`config.mk`:
```
export PLATFORM = sky130hd
export DESIGN_NAME = tx_latency_stats_monitor_unit
export DESIGN_NICKNAME = d
export VERILOG_FILES = /design/src/tlsm_pkg.sv /design/src/tx_latency_stats_monitor_unit.sv /design/src/tlsm_front.sv /design/src/tlsm_queue.sv /design/src/tlsm_back.sv
export SDC_FILE = /design/constraint.sdc
export NUM_CORES = 2
export LEC_CHECK = 0
export BUFFER_PORTS_ARGS = -buffer_cell sky130_fd_sc_hd__buf_2
export CAP_MARGIN = 20
export CORE_ASPECT_RATIO = 0.5
export CORE_MARGIN = 1
export CORE_UTILIZATION = 30
export CTS_CLUSTER_SIZE = 28
export DETAILED_ROUTE_END_ITERATION = 7
export PLACE_DENSITY = 0.55
export SLEW_MARGIN = 25
export SYNTH_ARGS = -nofsm -noshare
export SYNTH_HDL_FRONTEND = slang
export SYNTH_SLANG_ARGS = --single-unit
```
`constraint.sdc`:
```
create_clock -name clk -period 12 [get_ports clk]
set_clock_uncertainty 0.15 [all_clocks]
set_input_delay 2.4 -clock clk [delete_from_list [all_inputs] [get_ports clk]]
set_output_delay 2.4 -clock clk [all_outputs]
set_load 0.02 [all_outputs]
```
`src/tlsm_pkg.sv`:
```
// Shared types and constants of the transmit latency statistics monitor.
package tlsm_pkg;

  // Input action codes
  localparam logic ACT_PACKET = 1'b0;
  localparam logic ACT_REPORT = 1'b1;

  // Result kinds
  localparam logic KIND_PACKET = 1'b0;
  localparam logic KIND_REPORT = 1'b1;

  // Command queue geometry
  localparam int QUEUE_DEPTH = 2;
  localparam int QPTR_W      = 1;

  // Latency arithmetic constants
  localparam logic signed [33:0] US_PER_SEC   = 34'sd1000000;
  localparam logic signed [32:0] DS_CLAMP_HI  = 33'sd4095;
  localparam logic signed [32:0] DS_CLAMP_LO  = -33'sd4096;
  localparam logic signed [12:0] DSC_HI       = 13'sd4095;
  localparam logic signed [12:0] DSC_LO       = -13'sd4096;
  // ceil(2^34 / 125): exact floor(x / 125) for x below 2^27
  localparam logic [27:0]        RECIP_125    = 28'd137438954;
  localparam int                 RECIP_SHIFT  = 34;
  localparam logic [29:0]        NS_PER_US    = 30'd1000;
  localparam logic signed [34:0] SAT_HI       = 35'sd2147483647;
  localparam logic signed [34:0] SAT_LO       = -35'sd2147483648;
  localparam logic signed [31:0] LAT_MAX      = 32'sh7FFFFFFF;
  localparam logic signed [31:0] LAT_MIN      = 32'sh80000000;
  localparam logic [31:0]        CNT_MAX      = 32'hFFFFFFFF;

  // Work kinds handed from the front part to the back part
  typedef enum logic [1:0] {
    OP_MEASURE,
    OP_MISSING,
    OP_REPORT
  } op_t;

  // Back part sequencer states
  typedef enum logic [2:0] {
    ST_IDLE,
    ST_DIV,
    ST_SUM,
    ST_LAT,
    ST_UPD,
    ST_REPORT
  } state_t;

  // One classified item waiting for the back part
  typedef struct packed {
    op_t                op;
    logic               rec;   // update min, max and histogram
    logic [31:0]        done;  // packets done snapshot for a report
    logic signed [32:0] ds;    // end_sec - start_sec
    logic signed [30:0] dn;    // end_nsec - start_nsec
  } cmd_t;

endpackage

```
`src/tx_latency_stats_monitor_unit.sv`:
```
// Top level of the transmit latency statistics monitor.
//
// Input channel (in_valid/in_ready): one item per packet (start and end
// timestamps, all-present flag) or a report request. The front part takes
// an item in every cycle while its two-entry command queue has room.
// Output channel (out_valid/out_ready): one packet result per counted packet
// or missing-timestamp packet, and NUM_BINS report entries per report, the
// final one with out_last set. The warm-up packet after reset gives nothing.
// A measured packet passes through the back part in order (queue pop with
// both multiplies, quotient and remainder check, sum, saturate, statistics
// update) before its result sits in the output register; the back part
// works on one command at a time, taking no new command before that. A
// missing-timestamp packet goes straight to the output register; a report
// yields one entry per cycle from the counter port while out_ready is high.
// A stalled receiver holds the output register; the back part waits and the
// queue absorbs up to two more items before in_ready drops.
// Reset clears the packet count, histogram and threshold, sets min/max to
// LAT_MAX/LAT_MIN; no clearing pass is needed. cfg_wr_en sets the threshold.
module tx_latency_stats_monitor_unit import tlsm_pkg::*; #(
  parameter int NUM_BINS        = 12,
  parameter int FIRST_BIN_LIMIT = 32
) (
  input  logic               clk,
  input  logic               rst_n,
  input  logic               cfg_wr_en,
  input  logic [31:0]        cfg_wr_data,
  input  logic               in_valid,
  output logic               in_ready,
  input  logic               in_action,
  input  logic [31:0]        in_start_sec,
  input  logic [29:0]        in_start_nsec,
  input  logic [31:0]        in_end_sec,
  input  logic [29:0]        in_end_nsec,
  input  logic               in_all_present,
  output logic               out_valid,
  input  logic               out_ready,
  output logic               out_kind,
  output logic signed [31:0] out_latency_us,
  output logic               out_over_threshold,
  output logic               out_missing,
  output logic [3:0]         out_bin_index,
  output logic [31:0]        out_bin_count,
  output logic signed [31:0] out_min_latency,
  output logic signed [31:0] out_max_latency,
  output logic [31:0]        out_packets_done,
  output logic               out_last
);

  logic [31:0] threshold_r;
  logic        q_push;
  logic        q_pop;
  logic        q_valid;
  logic        q_full;
  cmd_t        q_in;
  cmd_t        q_head;

  // Hold the threshold register
  always_ff @(posedge clk) begin
    if (!rst_n) begin
      threshold_r <= '0;
    end else if (cfg_wr_en) begin
      threshold_r <= cfg_wr_data;
    end
  end

  tlsm_front u_front (
    .clk            (clk),
    .rst_n          (rst_n),
    .in_valid       (in_valid),
    .in_ready       (in_ready),
    .in_action      (in_action),
    .in_start_sec   (in_start_sec),
    .in_start_nsec  (in_start_nsec),
    .in_end_sec     (in_end_sec),
    .in_end_nsec    (in_end_nsec),
    .in_all_present (in_all_present),
    .q_full         (q_full),
    .q_push         (q_push),
    .q_cmd          (q_in)
  );

  tlsm_queue u_queue (
    .clk      (clk),
    .rst_n    (rst_n),
    .push     (q_push),
    .push_cmd (q_in),
    .pop      (q_pop),
    .valid    (q_valid),
    .full     (q_full),
    .head     (q_head)
  );

  tlsm_back #(
    .NUM_BINS        (NUM_BINS),
    .FIRST_BIN_LIMIT (FIRST_BIN_LIMIT)
  ) u_back (
    .clk                (clk),
    .rst_n              (rst_n),
    .q_valid            (q_valid),
    .q_head             (q_head),
    .q_pop              (q_pop),
    .threshold          (threshold_r),
    .out_valid          (out_valid),
    .out_ready          (out_ready),
    .out_kind           (out_kind),
    .out_latency_us     (out_latency_us),
    .out_over_threshold (out_over_threshold),
    .out_missing        (out_missing),
    .out_bin_index      (out_bin_index),
    .out_bin_count      (out_bin_count),
    .out_min_latency    (out_min_latency),
    .out_max_latency    (out_max_latency),
    .out_packets_done   (out_packets_done),
    .out_last           (out_last)
  );

  // A packet result is always the only result of its item
  a_packet_last: assert property (@(posedge clk) disable iff (!rst_n)
    (out_valid && out_kind == KIND_PACKET) |-> out_last)
    else $error("packet result without last");

  // Missing timestamps always flag and carry no latency
  a_missing_flag: assert property (@(posedge clk) disable iff (!rst_n)
    (out_valid && out_missing) |-> (out_over_threshold && out_latency_us == '0))
    else $error("missing result malformed");

  // Input stalls only while the command queue holds work
  a_ready_queue: assert property (@(posedge clk) disable iff (!rst_n)
    !in_ready |-> q_valid)
    else $error("input stalled with empty queue");

  // Never pop an empty queue
  a_pop_valid: assert property (@(posedge clk) disable iff (!rst_n)
    q_pop |-> q_valid)
    else $error("queue popped while empty");

endmodule

```
`src/tlsm_front.sv`:
```
// Front part: accepts items, tracks the packet count and classifies each item.
module tlsm_front import tlsm_pkg::*; (
  input  logic        clk,
  input  logic        rst_n,
  input  logic        in_valid,
  output logic        in_ready,
  input  logic        in_action,
  input  logic [31:0] in_start_sec,
  input  logic [29:0] in_start_nsec,
  input  logic [31:0] in_end_sec,
  input  logic [29:0] in_end_nsec,
  input  logic        in_all_present,
  input  logic        q_full,
  output logic        q_push,
  output cmd_t        q_cmd
);

  logic [31:0] count_r;
  logic [31:0] count_nxt;
  logic        accept;

  assign in_ready = !q_full;
  assign accept   = in_valid && in_ready;

  // Classify the item and advance the packet count
  always_comb begin
    count_nxt    = count_r;
    q_push       = 1'b0;
    q_cmd.op     = OP_MEASURE;
    q_cmd.rec    = 1'b0;
    q_cmd.done   = '0;
    q_cmd.ds     = $signed({1'b0, in_end_sec} - {1'b0, in_start_sec});
    q_cmd.dn     = $signed({1'b0, in_end_nsec} - {1'b0, in_start_nsec});
    if (accept) begin
      if (in_action == ACT_REPORT) begin
        q_push     = 1'b1;
        q_cmd.op   = OP_REPORT;
        q_cmd.done = (count_r == '0) ? '0 : count_r - 32'd1;
      end else if (count_r == '0) begin
        // warm-up packet: count it, drop it
        count_nxt = 32'd1;
      end else if (!in_all_present) begin
        q_push   = 1'b1;
        q_cmd.op = OP_MISSING;
      end else begin
        q_push    = 1'b1;
        q_cmd.op  = OP_MEASURE;
        q_cmd.rec = (count_r > 32'd1);
        count_nxt = (count_r == CNT_MAX) ? count_r : count_r + 32'd1;
      end
    end
  end

  // Hold the packet count
  always_ff @(posedge clk) begin
    if (!rst_n) begin
      count_r <= '0;
    end else begin
      count_r <= count_nxt;
    end
  end

endmodule

```
`src/tlsm_queue.sv`:
```
// Short command queue between the front and back parts.
module tlsm_queue import tlsm_pkg::*; (
  input  logic clk,
  input  logic rst_n,
  input  logic push,
  input  cmd_t push_cmd,
  input  logic pop,
  output logic valid,
  output logic full,
  output cmd_t head
);

  cmd_t              mem_r [QUEUE_DEPTH];
  logic [QPTR_W-1:0] wr_ptr_r;
  logic [QPTR_W-1:0] rd_ptr_r;
  logic [QPTR_W:0]   level_r;

  assign valid = (level_r != '0);
  assign full  = (level_r == (QPTR_W+1)'(QUEUE_DEPTH));
  assign head  = mem_r[rd_ptr_r];

  // Store pushed items
  always_ff @(posedge clk) begin
    if (push) begin
      mem_r[wr_ptr_r] <= push_cmd;
    end
  end

  // Advance pointers and fill level
  always_ff @(posedge clk) begin
    if (!rst_n) begin
      wr_ptr_r <= '0;
      rd_ptr_r <= '0;
      level_r  <= '0;
    end else begin
      if (push) begin
        wr_ptr_r <= wr_ptr_r + QPTR_W'(1);
      end
      if (pop) begin
        rd_ptr_r <= rd_ptr_r + QPTR_W'(1);
      end
      if (push && !pop) begin
        level_r <= level_r + (QPTR_W+1)'(1);
      end else if (pop && !push) begin
        level_r <= level_r - (QPTR_W+1)'(1);
      end
    end
  end

endmodule

```
`src/tlsm_back.sv`:
```
// Back part: latency arithmetic, statistics update, report walk and output register.
module tlsm_back import tlsm_pkg::*; #(
  parameter int NUM_BINS        = 12,
  parameter int FIRST_BIN_LIMIT = 32
) (
  input  logic               clk,
  input  logic               rst_n,
  input  logic               q_valid,
  input  cmd_t               q_head,
  output logic               q_pop,
  input  logic [31:0]        threshold,
  output logic               out_valid,
  input  logic               out_ready,
  output logic               out_kind,
  output logic signed [31:0] out_latency_us,
  output logic               out_over_threshold,
  output logic               out_missing,
  output logic [3:0]         out_bin_index,
  output logic [31:0]        out_bin_count,
  output logic signed [31:0] out_min_latency,
  output logic signed [31:0] out_max_latency,
  output logic [31:0]        out_packets_done,
  output logic               out_last
);

  localparam int BIN_W = $clog2(NUM_BINS);

  // Sequencer and work registers
  state_t             state_r, state_nxt;
  logic               rec_r, rec_nxt;
  logic [31:0]        done_r, done_nxt;
  logic signed [33:0] a_r, a_nxt;
  logic [54:0]        p_r, p_nxt;
  logic [29:0]        u_r, u_nxt;
  logic               neg_r, neg_nxt;
  logic [20:0]        qu_r, qu_nxt;
  logic               rnz_r, rnz_nxt;
  logic signed [34:0] s_r, s_nxt;
  logic signed [31:0] lat_r, lat_nxt;
  logic [BIN_W-1:0]   rep_idx_r, rep_idx_nxt;

  // Statistics
  logic signed [31:0] min_r, min_nxt;
  logic signed [31:0] max_r, max_nxt;
  logic [31:0]        bins_r [NUM_BINS];
  logic               bin_we;
  logic [BIN_W-1:0]   bin_sel;
  logic [BIN_W-1:0]   bin_addr;
  logic [31:0]        bin_rd;
  logic [31:0]        bin_inc;

  // Output register
  logic               ov_r, ov_nxt;
  logic               o_kind_r, o_kind_nxt;
  logic signed [31:0] o_lat_r, o_lat_nxt;
  logic               o_over_r, o_over_nxt;
  logic               o_miss_r, o_miss_nxt;
  logic [3:0]         o_bin_r, o_bin_nxt;
  logic [31:0]        o_cnt_r, o_cnt_nxt;
  logic signed [31:0] o_min_r, o_min_nxt;
  logic signed [31:0] o_max_r, o_max_nxt;
  logic [31:0]        o_done_r, o_done_nxt;
  logic               o_last_r, o_last_nxt;

  // Datapath terms
  logic               out_free;
  logic signed [12:0] dsc;
  logic [29:0]        u_head;
  logic [29:0]        qk;
  logic [21:0]        qmag;
  logic signed [22:0] qf;
  logic signed [34:0] sc;
  logic signed [34:0] lat_ext;
  logic [NUM_BINS-2:0] below;
  logic               over;

  assign out_free = !ov_r || out_ready;

  // Clamp the seconds difference; anything outside saturates the same way
  always_comb begin
    if (q_head.ds > DS_CLAMP_HI) begin
      dsc = DSC_HI;
    end else if (q_head.ds < DS_CLAMP_LO) begin
      dsc = DSC_LO;
    end else begin
      dsc = $signed(q_head.ds[12:0]);
    end
    u_head = q_head.dn[30] ? 30'(-q_head.dn) : q_head.dn[29:0];
  end

  // Remainder check, signed quotient and rounding toward zero
  assign qk      = 30'({9'd0, p_r[54:RECIP_SHIFT]} * NS_PER_US);
  assign qmag    = {1'b0, qu_r} + 22'(rnz_r);
  assign qf      = neg_r ? -$signed({1'b0, qmag}) : $signed({2'b00, qu_r});
  assign sc      = s_r + 35'(s_r[34] && rnz_r);
  assign lat_ext = 35'(lat_r);
  assign over    = (threshold != '0) && !lat_r[31] && (lat_r[31:0] > threshold);

  // Histogram bin of the current latency
  always_comb begin
    for (int i = 0; i < NUM_BINS - 1; i++) begin
      below[i] = lat_ext < (35'(FIRST_BIN_LIMIT) << i);
    end
    bin_sel = BIN_W'(NUM_BINS - 1);
    for (int i = NUM_BINS - 2; i >= 0; i--) begin
      if (below[i]) begin
        bin_sel = BIN_W'(i);
      end
    end
  end

  assign bin_addr = (state_r == ST_REPORT) ? rep_idx_r : bin_sel;
  assign bin_rd   = bins_r[bin_addr];
  assign bin_inc  = (bin_rd == CNT_MAX) ? bin_rd : bin_rd + 32'd1;

  // Next state and datapath
  always_comb begin
    state_nxt   = state_r;
    rec_nxt     = rec_r;
    done_nxt    = done_r;
    a_nxt       = a_r;
    p_nxt       = p_r;
    u_nxt       = u_r;
    neg_nxt     = neg_r;
    qu_nxt      = qu_r;
    rnz_nxt     = rnz_r;
    s_nxt       = s_r;
    lat_nxt     = lat_r;
    rep_idx_nxt = rep_idx_r;
    min_nxt     = min_r;
    max_nxt     = max_r;
    bin_we      = 1'b0;
    q_pop       = 1'b0;
    ov_nxt      = ov_r && !out_ready;
    o_kind_nxt  = o_kind_r;
    o_lat_nxt   = o_lat_r;
    o_over_nxt  = o_over_r;
    o_miss_nxt  = o_miss_r;
    o_bin_nxt   = o_bin_r;
    o_cnt_nxt   = o_cnt_r;
    o_min_nxt   = o_min_r;
    o_max_nxt   = o_max_r;
    o_done_nxt  = o_done_r;
    o_last_nxt  = o_last_r;

    case (state_r)
      ST_IDLE: begin
        if (q_valid) begin
          case (q_head.op)
            OP_MEASURE: begin
              // multiply seconds to us and start the divide by 1000
              q_pop     = 1'b1;
              rec_nxt   = q_head.rec;
              a_nxt     = 34'(dsc) * US_PER_SEC;
              p_nxt     = 55'(u_head[29:3]) * 55'(RECIP_125);
              u_nxt     = u_head;
              neg_nxt   = q_head.dn[30];
              state_nxt = ST_DIV;
            end
            OP_MISSING: begin
              if (out_free) begin
                q_pop      = 1'b1;
                ov_nxt     = 1'b1;
                o_kind_nxt = KIND_PACKET;
                o_lat_nxt  = '0;
                o_over_nxt = 1'b1;
                o_miss_nxt = 1'b1;
                o_bin_nxt  = '0;
                o_cnt_nxt  = '0;
                o_min_nxt  = '0;
                o_max_nxt  = '0;
                o_done_nxt = '0;
                o_last_nxt = 1'b1;
              end
            end
            OP_REPORT: begin
              q_pop       = 1'b1;
              done_nxt    = q_head.done;
              rep_idx_nxt = '0;
              state_nxt   = ST_REPORT;
            end
            default: begin
              q_pop = 1'b1;
            end
          endcase
        end
      end
      ST_DIV: begin
        // take the quotient and flag a nonzero remainder
        qu_nxt    = p_r[54:RECIP_SHIFT];
        rnz_nxt   = (u_r != qk);
        state_nxt = ST_SUM;
      end
      ST_SUM: begin
        state_nxt = ST_LAT;
      end
      ST_LAT: begin
        // s_r holds seconds*1e6 plus the floored nanosecond quotient
        state_nxt = ST_UPD;
      end
      ST_UPD: begin
        if (out_free) begin
          ov_nxt     = 1'b1;
          o_kind_nxt = KIND_PACKET;
          o_lat_nxt  = lat_r;
          o_over_nxt = over;
          o_miss_nxt = 1'b0;
          o_bin_nxt  = '0;
          o_cnt_nxt  = '0;
          o_min_nxt  = '0;
          o_max_nxt  = '0;
          o_done_nxt = '0;
          o_last_nxt = 1'b1;
          if (rec_r) begin
            bin_we = 1'b1;
            if (lat_r < min_r) begin
              min_nxt = lat_r;
            end
            if (lat_r > max_r) begin
              max_nxt = lat_r;
            end
          end
          state_nxt = ST_IDLE;
        end
      end
      ST_REPORT: begin
        if (out_free) begin
          ov_nxt     = 1'b1;
          o_kind_nxt = KIND_REPORT;
          o_lat_nxt  = '0;
          o_over_nxt = 1'b0;
          o_miss_nxt = 1'b0;
          o_bin_nxt  = 4'(rep_idx_r);
          o_cnt_nxt  = bin_rd;
          o_min_nxt  = min_r;
          o_max_nxt  = max_r;
          o_done_nxt = done_r;
          o_last_nxt = (rep_idx_r == BIN_W'(NUM_BINS - 1));
          if (rep_idx_r == BIN_W'(NUM_BINS - 1)) begin
            state_nxt = ST_IDLE;
          end else begin
            rep_idx_nxt = rep_idx_r + BIN_W'(1);
          end
        end
      end
      default: begin
        state_nxt = ST_IDLE;
      end
    endcase

    // Sum and saturate run on their own stage registers
    if (state_r == ST_SUM) begin
      s_nxt = 35'(a_r) + 35'(qf);
    end
    if (state_r == ST_LAT) begin
      if (sc > SAT_HI) begin
        lat_nxt = LAT_MAX;
      end else if (sc < SAT_LO) begin
        lat_nxt = LAT_MIN;
      end else begin
        lat_nxt = sc[31:0];
      end
    end
  end

  // Hold the sequencer state
  always_ff @(posedge clk) begin
    if (!rst_n) begin
      state_r <= ST_IDLE;
    end else begin
      state_r <= state_nxt;
    end
  end

  // Hold statistics and the output valid flag
  always_ff @(posedge clk) begin
    if (!rst_n) begin
      min_r <= LAT_MAX;
      max_r <= LAT_MIN;
      ov_r  <= 1'b0;
      for (int i = 0; i < NUM_BINS; i++) begin
        bins_r[i] <= '0;
      end
    end else begin
      min_r <= min_nxt;
      max_r <= max_nxt;
      ov_r  <= ov_nxt;
      if (bin_we) begin
        bins_r[bin_sel] <= bin_inc;
      end
    end
  end

  // Advance payload registers
  always_ff @(posedge clk) begin
    rec_r      <= rec_nxt;
    done_r     <= done_nxt;
    a_r        <= a_nxt;
    p_r        <= p_nxt;
    u_r        <= u_nxt;
    neg_r      <= neg_nxt;
    qu_r       <= qu_nxt;
    rnz_r      <= rnz_nxt;
    s_r        <= s_nxt;
    lat_r      <= lat_nxt;
    rep_idx_r  <= rep_idx_nxt;
    o_kind_r   <= o_kind_nxt;
    o_lat_r    <= o_lat_nxt;
    o_over_r   <= o_over_nxt;
    o_miss_r   <= o_miss_nxt;
    o_bin_r    <= o_bin_nxt;
    o_cnt_r    <= o_cnt_nxt;
    o_min_r    <= o_min_nxt;
    o_max_r    <= o_max_nxt;
    o_done_r   <= o_done_nxt;
    o_last_r   <= o_last_nxt;
  end

  assign out_valid          = ov_r;
  assign out_kind           = o_kind_r;
  assign out_latency_us     = o_lat_r;
  assign out_over_threshold = o_over_r;
  assign out_missing        = o_miss_r;
  assign out_bin_index      = o_bin_r;
  assign out_bin_count      = o_cnt_r;
  assign out_min_latency    = o_min_r;
  assign out_max_latency    = o_max_r;
  assign out_packets_done   = o_done_r;
  assign out_last           = o_last_r;

endmodule

```
==> impl_metrics.yaml <==
placement:
  place_ws_ns: 0.766
  hpwl_mm: 147
  io_buffers: 332
  dpl.cell_count: 10600
  globalplace.congestion: 0.866
synth:
  synth_seq_cells: 1221
  synth_top_cells_by_area: "edfxtp_1 42%, ha_1 11%, fa_1 8.9%, inv_1 4.5%, dfxtp_1 3.6%"
  muxShareOfSynthArea_pct: 3.76
  synth_commonest_cells: "1,084 x edfxtp_1, 916 x inv_1, 730 x nor2_1, 658 x ha_1, 342 x fa_1"
  synth_enable_flop_cells: 1084
  yosys_warnings: 0
  ys.flop_type: "edfxtp_1"
  synth_compound_area_share_pct: 8.67
  synth_largest_area_cell: "edfxtp_1"
  synth_adder_area_share_pct: 19.6
  synth.yosys.seq_area_share_pct: 45.9
  syn_inst: 6876
  synthSimpleGateAreaFrac_pct: 11.9
  syn-cell-area_um2: 76900
  post-synth-top-count-cell: "edfxtp_1"
  synth_top_family_by_area: "adder cells"
  synth_xor_area_share_pct: 3.90
  ys_async_sr_fraction_pct: 0
  synth_top_area_share_pct: 42.3
  synth_area_per_cell_um2: 11.2
  ys_types: 114
sta:
  worst_slew_pin_slew_ns: 1.15
  rsz0062_at_grt: "no"
  finalHoldViolations: 0
  worst_slack_ns: 0.830
  drv_slew: 0
  finalSetupViolations: 0
  min_period_ns: 11.17
  period_share_pct: 93.1
  timing.fmax_mhz: 89.5
  fin_setup_tns_ns: 0
  maxSlewHeadroom_pct: 22.6
  whs_ns: 0.324
drt:
  viasPerCell: 4.81
  wirelength_mm: 208
  first_pass_iters: 6
  drc: 0
  drtAntennaViolNets: 0
  drt_iter0_markers: 3588
  vias: 52000
  wl_per_cell_um: 19.2
final_layout:
  largest_reg_flops: 512
  drive_gt1_share_pct: 11.6
  largest-register: "u_back.bins_r"
  area_delta_synth_final_pct: 14.0
  final_cells: 10800
  fillCellCount: 25400
  nets: 8484
  top_regs: "u_back.bins_r (512), u_queue.mem_r (198), u_back.s_r (35)"
worst_setup_path:
  worst_path_most_repeated_cell: "fa_1"
  startpoint_type: "register"
  r2r_setup_slack_ns: 0.83
  slowest_stage: "or4b_2"
  cp_max_fo: 16
  critPathArrivalTime_ns: 11.54
  required_ns: 12.37
  cpPeakStageDelay_ns: 0.69
  crit_path_end_kind: "register"
  critPathKind: "reg -> reg"
global_routing:
  grt_overflow: 0
  grt_pass1_wl_mm: 315
  grt_max_degree: 86
  grt.total_usage_pct: 15.7
  antenna_found_initial: 3
  grt_pass1_vias: 52200
flow_run:
  cap_violations: 0
clock_tree:
  cts-root-buf: "clkbuf_16"
  htreeDepth: 3
  cts_buffers: 121
  clock-sinks: 1221
  tritoncts: "done"
  path_clk_slew_ns: 0.07
  post_cts_buffers: 0
  clockBufferDepth: 3
  postCtsHoldBufs: 0
  ctsResizeCount: 0
  clock_latency_ns: 0.83
die:
  io_pins: 333
  fp-row-count: 131
  core_um2: 255000
  die_h_um: 360
  initial_core_util_pct: 30.2
  design.die.area_um2: 259000
  die_w_um: 718
worst_hold_path:
  hold_class: "reg -> reg"
outcome:
  status: "complete, no violations"
## metal layers
metal,global-route usage [%],routed length [um],vias up
met1,20.7,91200,25600
li1,-,-,24800
met3,1.90,9630,343
met5,0,0,-
met4,5.50,7590,0
met2,26.7,99600,1256
## cell type report
class	count	area [um^2]	share of cell area (%)
Multi-Input combinational cell	4575	37500	42.8
Sequential cell	1221	35300	40.3
Tap cell	3391	4240	4.84
Inverter	924	3470	3.96
Clock buffer	152	3240	3.69
Timing Repair Buffer	478	2790	3.18
Clock inverter	78	1120	1.28
Antenna cell	2	5.00	0.00571
## cells in the final DEF, fill, tap and decap left out, drive strengths merged, types with 74 or more instances in the layout
cell	count
and2	86
dfxtp	137
clkbuf	152
a21o	82
nor3	105
buf	478
nand2	328
ha	658
inv	933
nor4	95
edfxtp	1084
xnor2	208
o21ai	198
a21oi	170
and3	74
xor2	128
nor2	733
fa	342
conb	128
nor2b	103
nand3	137
mux2i	227
## logic make-up after synthesis
family	Yosys count
flops	1221
other cells	1
xor+xnor	336
mux	274
simple gates	1886
buf+inv	1207
compound gates	951
fa+ha+maj	1000
## stage by stage
| stage | cell area, um^2 | util [%] |
|---|---|---|
| floorplan | 77400 | - |
| global placement | 83200 | 32.6 |
| detailed placement | 83200 | 32.6 |
| CTS | 87500 | 34.3 |
| global route | 87600 | 34.4 |
| finish | 87600 | 34.4 |
## path summary, 6_finish.rpt
| path | endpoint | cells after the start | startpoint |
|---|---|---|---|
| max | u_back.p_r[53] | 36 | register |
| min | u_back.min_r[2] | 2 | u_back.min_r[2] |
| max reg2reg | u_back.p_r[53] | 36 | register |
| min reg2reg | u_back.min_r[2] | 2 | u_back.min_r[2] |
## worst max-delay path: cells and delay by family, from the launching register on
kind                     cells  cell delay, ns
AO/OA/AOI/OAI               14            3.73
XOR/XNOR                     2            0.42
adder cells (fa/ha/maj)      9            3.82
buffers and inverters        5            0.42
flip-flops                   1            0.46
multiplexers                 1            0.27
AND/OR/NAND/NOR              5            1.63
Power is left out: the tool's default activity adds up to more than one toggle a clock period on the data nets, which glitch-free logic cannot reach.
